[config.mk]
export PLATFORM = sky130hd
export DESIGN_NAME = seeded_parity_check_syndrome
export DESIGN_NICKNAME = d
export VERILOG_FILES = /design/src/hdl/spc_pkg.sv /design/src/hdl/spc_row_gen.sv /design/src/hdl/spc_syndrome.sv /design/src/hdl/seeded_parity_check_syndrome.sv
export SDC_FILE = /design/constraint.sdc
export NUM_CORES = 1
export LEC_CHECK = 0
export ABC_CLOCK_PERIOD_IN_PS = 12500
export BUFFER_PORTS_ARGS = -buffer_cell sky130_fd_sc_hd__buf_2
export CAP_MARGIN = 20
export CORE_MARGIN = 2
export CORE_UTILIZATION = 60
export CTS_CLUSTER_DIAMETER = 150
export CTS_CLUSTER_SIZE = 12
export DETAILED_ROUTE_END_ITERATION = 10
export HOLD_SLACK_MARGIN = 0.1
export PLACE_DENSITY = 0.78
export SYNTH_ARGS = -nofsm -noshare
export SYNTH_HDL_FRONTEND = slang
export SYNTH_HIERARCHICAL = 1
export SYNTH_SLANG_ARGS = --single-unit
[constraint.sdc]
create_clock -name clk -period 12.5 [get_ports clk]
set_clock_uncertainty 0.2 [all_clocks]
set_input_delay 0.625 -clock clk [delete_from_list [all_inputs] [get_ports clk]]
set_output_delay 0.625 -clock clk [all_outputs]
set_load 0.1 [all_outputs]
[src/hdl/spc_pkg.sv]
// Shared types, constants and row-mixing functions for the seeded parity-check syndrome block.
package spc_pkg;

	localparam int WORD_W = 32;
	localparam int SYN_W = 16;
	localparam int ROW_COUNT_DEF = 16;
	localparam int REVOLVE_STEPS_DEF = 8;

	typedef logic [WORD_W-1:0] word_t;
	typedef logic [SYN_W-1:0] syn_t;

	typedef enum logic [1:0] {
		GEN_LOAD,
		GEN_STEP,
		GEN_IDLE
	} gen_state_t;

	function automatic word_t rol1(input word_t x);
		return {x[30:0], x[31]};
	endfunction

	function automatic word_t ror1(input word_t x);
		return {x[0], x[31:1]};
	endfunction

	function automatic word_t rol4(input word_t x);
		return {x[27:0], x[31:28]};
	endfunction

	function automatic word_t rol8(input word_t x);
		return {x[23:0], x[31:24]};
	endfunction

	function automatic word_t mix(input word_t a, input word_t b);
		return a ^ b ^ rol1(a) ^ rol1(b) ^ ror1(a) ^ ror1(b);
	endfunction

	// One revolve step of the row generator; the add wraps at 32 bits.
	function automatic word_t revolve(input word_t a, input word_t seed);
		word_t sum;
		sum = a + seed;
		return mix(a, seed) ^ rol8(sum);
	endfunction

endpackage

[src/hdl/spc_row_gen.sv]
// Row generator: holds the seed, rebuilds the row table one revolve step per cycle.
module spc_row_gen
	import spc_pkg::*;
#(
	parameter int ROW_COUNT = ROW_COUNT_DEF,
	parameter int REVOLVE_STEPS = REVOLVE_STEPS_DEF
) (
	input  logic  clk,
	input  logic  arst_n,
	input  logic  cfg_we,
	input  word_t cfg_seed,
	output logic  busy,
	output word_t rows [ROW_COUNT]
);

	localparam int RW = (ROW_COUNT > 1) ? $clog2(ROW_COUNT) : 1;
	localparam int SW = (REVOLVE_STEPS > 1) ? $clog2(REVOLVE_STEPS) : 1;

	gen_state_t state_q, state_d;
	logic [RW-1:0] row_q;
	logic [SW-1:0] step_q;
	word_t seed_q;
	word_t acc_q;
	word_t acc_nxt;
	word_t rows_q [ROW_COUNT];
	logic last_step, last_row;
	logic do_load, do_step, adv_row;

	assign acc_nxt = revolve(acc_q, seed_q);
	assign last_step = (step_q == SW'(REVOLVE_STEPS - 1));
	assign last_row = (row_q == RW'(ROW_COUNT - 1));

	always_comb begin
		state_d = state_q;
		if (cfg_we) begin
			state_d = GEN_LOAD;
		end else begin
			case (state_q)
				GEN_LOAD: state_d = GEN_STEP;
				GEN_STEP: begin
					if (last_step) begin
						state_d = last_row ? GEN_IDLE : GEN_LOAD;
					end
				end
				GEN_IDLE: state_d = GEN_IDLE;
				default:  state_d = GEN_IDLE;
			endcase
		end
	end

	always_comb begin
		do_load = (state_q == GEN_LOAD) && !cfg_we;
		do_step = (state_q == GEN_STEP) && !cfg_we;
		adv_row = do_step && last_step && !last_row;
		busy = (state_q != GEN_IDLE);
	end

	always_ff @(posedge clk or negedge arst_n) begin
		if (!arst_n) begin
			state_q <= GEN_LOAD;
			row_q <= '0;
			step_q <= '0;
			seed_q <= '0;
		end else begin
			state_q <= state_d;
			if (cfg_we) begin
				seed_q <= cfg_seed;
				row_q <= '0;
			end else if (adv_row) begin
				row_q <= row_q + 1'b1;
			end
			if (do_load) begin
				step_q <= '0;
			end else if (do_step) begin
				step_q <= step_q + 1'b1;
			end
		end
	end

	always_ff @(posedge clk) begin
		if (do_load) begin
			acc_q <= rol4(seed_q ^ {{(WORD_W - RW){1'b0}}, row_q});
		end else if (do_step) begin
			acc_q <= acc_nxt;
		end
		// store the row on its final revolve step
		if (do_step && last_step) begin
			rows_q[row_q] <= acc_nxt;
		end
	end

	assign rows = rows_q;

endmodule

[src/hdl/spc_syndrome.sv]
// Syndrome datapath: input register, AND-parity per row, result register.
module spc_syndrome
	import spc_pkg::*;
#(
	parameter int ROW_COUNT = ROW_COUNT_DEF
) (
	input  logic  clk,
	input  logic  arst_n,
	input  logic  hold,
	input  word_t rows [ROW_COUNT],
	input  logic  in_valid,
	output logic  in_stall,
	input  word_t error_vector,
	output logic  out_valid,
	input  logic  out_stall,
	output syn_t  syndrome
);

	localparam int SYN_ROWS = (ROW_COUNT < SYN_W) ? ROW_COUNT : SYN_W;

	logic valid_s1, valid_s2;
	word_t ev_s1;
	syn_t syn_s2;
	syn_t syn_c;
	logic load_s2, load_s1;

	genvar gi;
	generate
		for (gi = 0; gi < SYN_W; gi++) begin : g_bit
			if (gi < SYN_ROWS) begin : g_row
				assign syn_c[gi] = ^(rows[gi] & ev_s1);
			end else begin : g_none
				assign syn_c[gi] = 1'b0;
			end
		end
	endgenerate

	assign load_s2 = !valid_s2 || !out_stall;
	assign load_s1 = !valid_s1 || load_s2;
	assign in_stall = hold || !load_s1;

	always_ff @(posedge clk or negedge arst_n) begin
		if (!arst_n) begin
			valid_s1 <= 1'b0;
			valid_s2 <= 1'b0;
		end else begin
			if (load_s1) begin
				valid_s1 <= in_valid && !in_stall;
			end
			if (load_s2) begin
				valid_s2 <= valid_s1;
			end
		end
	end

	always_ff @(posedge clk) begin
		if (in_valid && !in_stall) begin
			ev_s1 <= error_vector;
		end
		if (load_s2 && valid_s1) begin
			syn_s2 <= syn_c;
		end
	end

	assign out_valid = valid_s2;
	assign syndrome = syn_s2;

endmodule

[src/hdl/seeded_parity_check_syndrome.sv]
// Top level of the seeded parity-check syndrome block.
// Takes one 32-bit error vector per cycle while in_stall is low and returns its 16-bit
// syndrome through the input register, then the result register; bit i is the parity
// of row i AND the vector. The rows come from matrix_seed through a generator that runs
// one revolve step per cycle; after reset and after each seed write it rebuilds the
// table, during which in_stall stays high. Seed writes are always taken and restart
// the rebuild.
module seeded_parity_check_syndrome
	import spc_pkg::*;
#(
	parameter int ROW_COUNT = ROW_COUNT_DEF,
	parameter int REVOLVE_STEPS = REVOLVE_STEPS_DEF
) (
	input  logic         clk,
	input  logic         arst_n,
	input  logic         in_valid,
	output logic         in_stall,
	input  logic [31:0]  error_vector,
	output logic         out_valid,
	input  logic         out_stall,
	output logic [15:0]  syndrome,
	input  logic         cfg_valid,
	output logic         cfg_ready,
	input  logic [31:0]  matrix_seed
);

	logic busy;
	word_t rows [ROW_COUNT];

	assign cfg_ready = 1'b1;

	spc_row_gen #(
		.ROW_COUNT(ROW_COUNT),
		.REVOLVE_STEPS(REVOLVE_STEPS)
	) u_row_gen (
		.clk(clk),
		.arst_n(arst_n),
		.cfg_we(cfg_valid && cfg_ready),
		.cfg_seed(matrix_seed),
		.busy(busy),
		.rows(rows)
	);

	spc_syndrome #(
		.ROW_COUNT(ROW_COUNT)
	) u_syndrome (
		.clk(clk),
		.arst_n(arst_n),
		.hold(busy),
		.rows(rows),
		.in_valid(in_valid),
		.in_stall(in_stall),
		.error_vector(error_vector),
		.out_valid(out_valid),
		.out_stall(out_stall),
		.syndrome(syndrome)
	);

endmodule

# After elaboration in Yosys (flattened, before gate mapping)
# Cells that the tools add are included.
word_totals:
  ff_bits: 635
  in_bits: 69
op_classes:
  add_sub_neg: 3
  order_cmp: 2
  eq_ne: 5
  n_mux: 13
  bitwise_logic: 24
  reduce_logical: 36
ops:
  columns: ["op", "n"]
  rows:
  - ["32-bit AND", 16]
  - ["512-bit bitwise mux", 1]
  - ["32-bit XOR reduction", 16]
  - ["32-bit XOR", 6]
  - ["32-bit demux with 4-bit select", 1]
  - ["32-bit 2-to-1 mux", 3]
  - ["32-bit adder", 1]
  - ["32-bit by 4-bit XOR with 32-bit output", 1]
  - ["4-bit 2-to-1 mux", 2]
  - ["1-bit logical AND", 7]
  - ["1-bit logical NOT", 7]
  - ["2-bit 2-to-1 mux", 3]
  - ["3-bit 2-to-1 mux", 2]
  - ["5-bit greater-or-equal comparator (second input constant)", 1]
  - ["5-bit by 1-bit < comparator with 1-bit output (second input constant)", 1]
  - ["4-bit inverter with 5-bit output", 1]
  - ["4-bit by 1-bit adder with 4-bit output (second input constant)", 1]
  - ["4-bit equality test (second input constant)", 1]
  - ["2-bit one-hot mux with 2 select lines", 1]
  - ["2-bit nonzero test", 2]
  - ["3-bit by 1-bit adder with 3-bit output (second input constant)", 1]
  - ["3-bit equality test (second input constant)", 1]
  - ["1-bit logical OR", 3]
  - ["3-bit by 2-bit inequality test with 1-bit output (second input constant)", 1]
  - ["3 further kinds", 3]

# Longest topological paths before layout
depth:
  ltp_word: 8
  depth_mapped: 11

# By module
# The synthesis kept the hierarchy.
by_module_without_submodules:
  columns: ["module", "n_inst", "cells_per_inst", "area_each_um2", "seq_area_each_um2"]
  rows:
  - ["spc_row_gen", 1, 1161, 21418.0, 17361.7]
  - ["spc_syndrome", 1, 1128, 8543.2, 1491.4]
  - ["seeded_parity_check_syndrome", 1, 2, 11.3, 0.0]

# Worst setup path before layout
# Ideal clock, no wire load.
synth_path:
  path_type: "input-to-reg"
  from: "input port cfg_valid"
  to: "register u_row_gen.rows_q, in the netlist u_row_gen/rows[448], enable pin"
  setup_ns: 0.461
  arrival_time_ns: 3.627
  required_ns: 11.839
  setup_slack_ns: 8.212
  cell_stages: 5
  n_path_buf: 1
  cell_sequence: "or2_1 > clkbuf_1 > nor2_1 > nand2_1 > nor3_1"
synth_via:
  elab_chain_cells: 3
synth_lines:
  columns: ["element", "line_no", "text"]
  rows:
  - ["from (decl)", "seeded_parity_check_syndrome.sv:22", "input logic cfg_valid,"]
  - ["1-bit logical NOT", "spc_row_gen.sv:53", "do_step = (state_q == GEN_STEP) && !cfg_we;"]
  - ["1-bit logical AND", "spc_row_gen.sv:53", null]
  - ["1-bit logical AND", "spc_row_gen.sv:87", "if (do_step && last_step) begin"]
  - ["to (signal, indexed assignment)", "spc_row_gen.sv:88", "rows_q[row_q] <= acc_nxt;"]
  - ["to (decl)", "spc_row_gen.sv:25", "word_t rows_q [ROW_COUNT];"]
# No other way between the ends.
# A chain may end at the register's enable or synchronous reset.

# Worst setup path in the final report
layout_path:
  from: "register u_row_gen.seed_q[0]"
  to: "register u_row_gen.acc_q[4] (data pin)"
layout_via:
  elab_chain_cells: 4
layout_lines:
  columns: ["element", "line_no", "text"]
  rows:
  - ["from (decl)", "spc_row_gen.sv:22", "word_t seed_q;"]
  - ["from (signal assigned)", "spc_row_gen.sv:67", "seed_q <= cfg_seed;"]
  - ["32-bit adder", "spc_pkg.sv:41", "sum = a + seed;"]
  - ["32-bit XOR", "spc_pkg.sv:42", "return mix(a, seed) ^ rol8(sum);"]
  - ["named net u_row_gen.acc_nxt[4]", "spc_row_gen.sv:24", "word_t acc_nxt;"]
  - ["32-bit 2-to-1 mux", "spc_row_gen.sv:83", "end else if (do_step) begin"]
  - ["32-bit 2-to-1 mux", "spc_row_gen.sv:81", "if (do_load) begin"]
  - ["to (signal assigned)", "spc_row_gen.sv:82", "acc_q <= rol4(seed_q ^ {{(WORD_W - RW){1'b0}}, row_q});"]
  - ["to (signal assigned)", "spc_row_gen.sv:84", "acc_q <= acc_nxt;"]
  - ["to (decl)", "spc_row_gen.sv:23", "word_t acc_q;"]
# The timed path passes the listed nets, and every way through them passes these cells. The select of a mux whose other input is x is not followed.

==> metrics.csv <==
metric,value,unit
cts_root_buf,clkbuf_16,
drt_pre_antenna_iters,5,
track_usage,31.11,%
drive_above_1_share,12.00,%
synth_area,29970,µm²
start_util,60.98,%
grt_max_degree,44,
place_congestion,0.8679,
tns,0,ns
cts_setup_buffers,0,
yosys_warnings,6,
max_stage_delay,0.41,ns
fin_util,67.53,%
grt_pass1_wl,113.9,mm
antenna_cells,0,
grt-ovfl-total,0,
min_path_type,input pin to asynchronous set/reset pin,
hold_viol,0,
cp_slowest_cell,dfrtp_1,
status,completed,
drc,0,
worstSetupStartpointType,flip-flop,
drtIter0Drc,1683,
place_hpwl,48.65,mm
cts_tree,done,
crit_required,12.67,ns
slew_headroom,17.46,%
synth_edf_count,592,
worstSkewPairLatency,0.62,ns
cap_violations,0,
rsz0062_at_grt,false,
cp_max_fo,17,
rows,81,
syn_avg_cell_area,13.08,µm²
path_cells,ha_1 -> inv_1 -> fa_1 -> nor2b_1 -> o21bai_1 -> a31oi_1 -> o31a_2 -> a21oi_2 -> a211o_1 -> xnor2_1 -> buf_4 -> mux2_2,
endpoint_kind,flip-flop,
yosys_most_used_dff,edfxtp_1,
antenna_found_initial,3,
synth_cells,2291,
via_per_inst,5.694,
die_x,227.5,µm
cts.clk_slew.worst_paths,0.07,ns
cts_buffers,58,
synth_cell_types,62,
drtAntennaViolNets,0,
synth_fp_nets,2398,
wirelength,78.11,mm
core,49150,µm²
post-route-period-util,28.16,%
yosys-top-cells-area,"edfxtp_1 59%, xnor2_1 15%, nand2_1 6.7%",
async_reset_ff_share,6.772,%
h-tree-depth,2,
grt_pass1_vias,18060,
postCtsHoldBufs,66,
die_area,51760,µm²
io_buffers,86,
synth_seq_cells,635,
wl_per_cell,24.88,µm
seq_area_frac_synth,62.90,%
yosysTopAreaCellShare,59.31,%
route.vias.total,17870,
clock_path_buffers,3,
slew_violations,0,
cts.sinks,635,
fin_crit,3.520,ns
arrival,3.69,ns
nNetsFinal,2556,
io_pins,88,
nFillCells,3428,
fmax,284.1,MHz
setup_viol,0,
worst_slew_pin_slew,1.238,ns
yosysTopAreaCell,edfxtp_1,
syn2layout_area_growth,10.75,%
path_class,flip-flop to flip-flop,
fp.dieH,227.5,µm
cts_resized,0,
==> cells in the final DEF (no fill, tap or decap), types with 3 or more instances in the layout <==
master and count:
a211o_1 3, a21o_1 15, a21oi_1 30, a31oi_1 7, buf_2 86, buf_4 42, clkbuf_1 25, clkbuf_16 58
dfrtp_1 43, dlygate4sd3_1 66, edfxtp_1 592, ha_1 37, inv_1 14, mux2_2 39, nand2_1 536, nand2_2 26
nand2b_1 5, nand3_1 10, nand4_1 9, nor2_1 70, nor2_4 12, nor3_1 3, nor3_2 4, o21a_1 5
o21ai_0 11, o21ai_1 12, o21bai_1 5, xnor2_1 517, xnor2_2 8, xor2_1 134
==> sequential cells by signal, summed over array words and instances, names as in the netlist <==
name                  count
u_row_gen/acc_q          32
u_row_gen/row_q           4
u_row_gen/rows          512
u_row_gen/seed_q         32
u_row_gen/state_q         2
u_row_gen/step_q          3
u_syndrome/ev_s1         32
u_syndrome/out_valid      1
u_syndrome/syndrome      16
u_syndrome/valid_s1       1
==> cell type report <==
cell class                 count  area [µm²]  share of cell area (%)
clock buffer                  83        1545                   4.655
sequential                   635       18850                   56.79
clock inverter                 3       33.78                  0.1018
timing repair buffer         198        1476                   4.448
tap                          664       830.8                   2.503
inverter                      15       56.30                  0.1696
multi-input combinational   1541       10400                   31.33
==> routing by layer <==
layer  part of all wire, %  track usage, %  vias up
li1                      -               -     8016
met1                    37           39.22     8806
met2                    50           53.70      863
met3                   8.4           4.453      189
met4                   4.8           13.89        0
met5                     0               0        -
==> per-stage QoR <==
step                      std cells  hold slack (ns)  area (µm²)  setup WS (ns)
after global placement         2983           0.2629       30890          8.720
after floorplan                2291           0.1294       29970          8.212
after detailed placement       2984           0.2782       30900          8.660
after CTS                      3136           0.2892       33140          9.018
after global routing           3139           0.2465       33200          8.874
final                          3139           0.2326       33200          8.980
==> final timing paths <==
path	from	end	slack [ns]	depth (start not counted)
hold reg to reg	u_row_gen/step_q[1]$_DFFE_PN0P_	u_row_gen/step_q[1]$_DFFE_PN0P_	0.29	2
setup reg to reg	u_row_gen/seed_q[0]$_DFFE_PN0P_	u_row_gen/acc_q[4]$_DFFE_PP_	8.98	12
setup / recovery	u_row_gen/seed_q[0]$_DFFE_PN0P_	u_row_gen/acc_q[4]$_DFFE_PP_	8.98	12
min in group clk	u_row_gen/step_q[1]$_DFFE_PN0P_	u_row_gen/step_q[1]$_DFFE_PN0P_	0.29	2
hold / removal	arst_n	u_row_gen/seed_q[24]$_DFFE_PN0P_	0.23	2
max in group asynchronous	arst_n	u_row_gen/state_q[0]$_DFFE_PN0P_	11.37	3
==> critical path: cells and delay by family, from the launching register on <==
family,cells,cell delay (ns)
XOR/XNOR,1,0.13
flip-flops,1,0.41
AND/OR/NAND/NOR,1,0.17
multiplexers,1,0.30
adder cells (fa/ha/maj),2,0.60
AO/OA/AOI/OAI,5,1.16
buffers and inverters,2,0.30
==> synthesized netlist by cell type (all sizes together) (2+ instances only) <==
library cell and count:
a31oi 9, o21ai 23, and4 3, or2 2, a21o 15, and3 2
dfrtp 43, nand4 9, clkbuf 24, a211o 3, a21boi 3, ha 37
o31a 2, a221o 2, nor3 7, nand3 10, mux2 39, o21ba 2
a31o 2, a221oi 2, buf 76, o21a 5, edfxtp 592, or3 2
nand2b 5, and2 3, xor2 134, nand2 562, nor2 83, a21oi 31
xnor2 525, inv 15, o21bai 5
==> cells by family (layout without fill, tap and decap cells) <==
logic type               after synthesis  count (layout)  share of synthesized area (%)
adder cells (fa/ha/maj)               38              38                          1.611
flip-flops                           635             635                          62.90
buffers and inverters                115             299                          2.985
AO/OA/AOI/OAI                        112             112                          2.509
multiplexers                          40              40                          1.499
other                                  1               1                        0.01251
XOR/XNOR                             659             659                          19.26
AND/OR/NAND/NOR                      691             691                          9.226
Power is left out: the tool's default activity adds up to more than one toggle a clock period on the data nets, which glitch-free logic cannot reach.
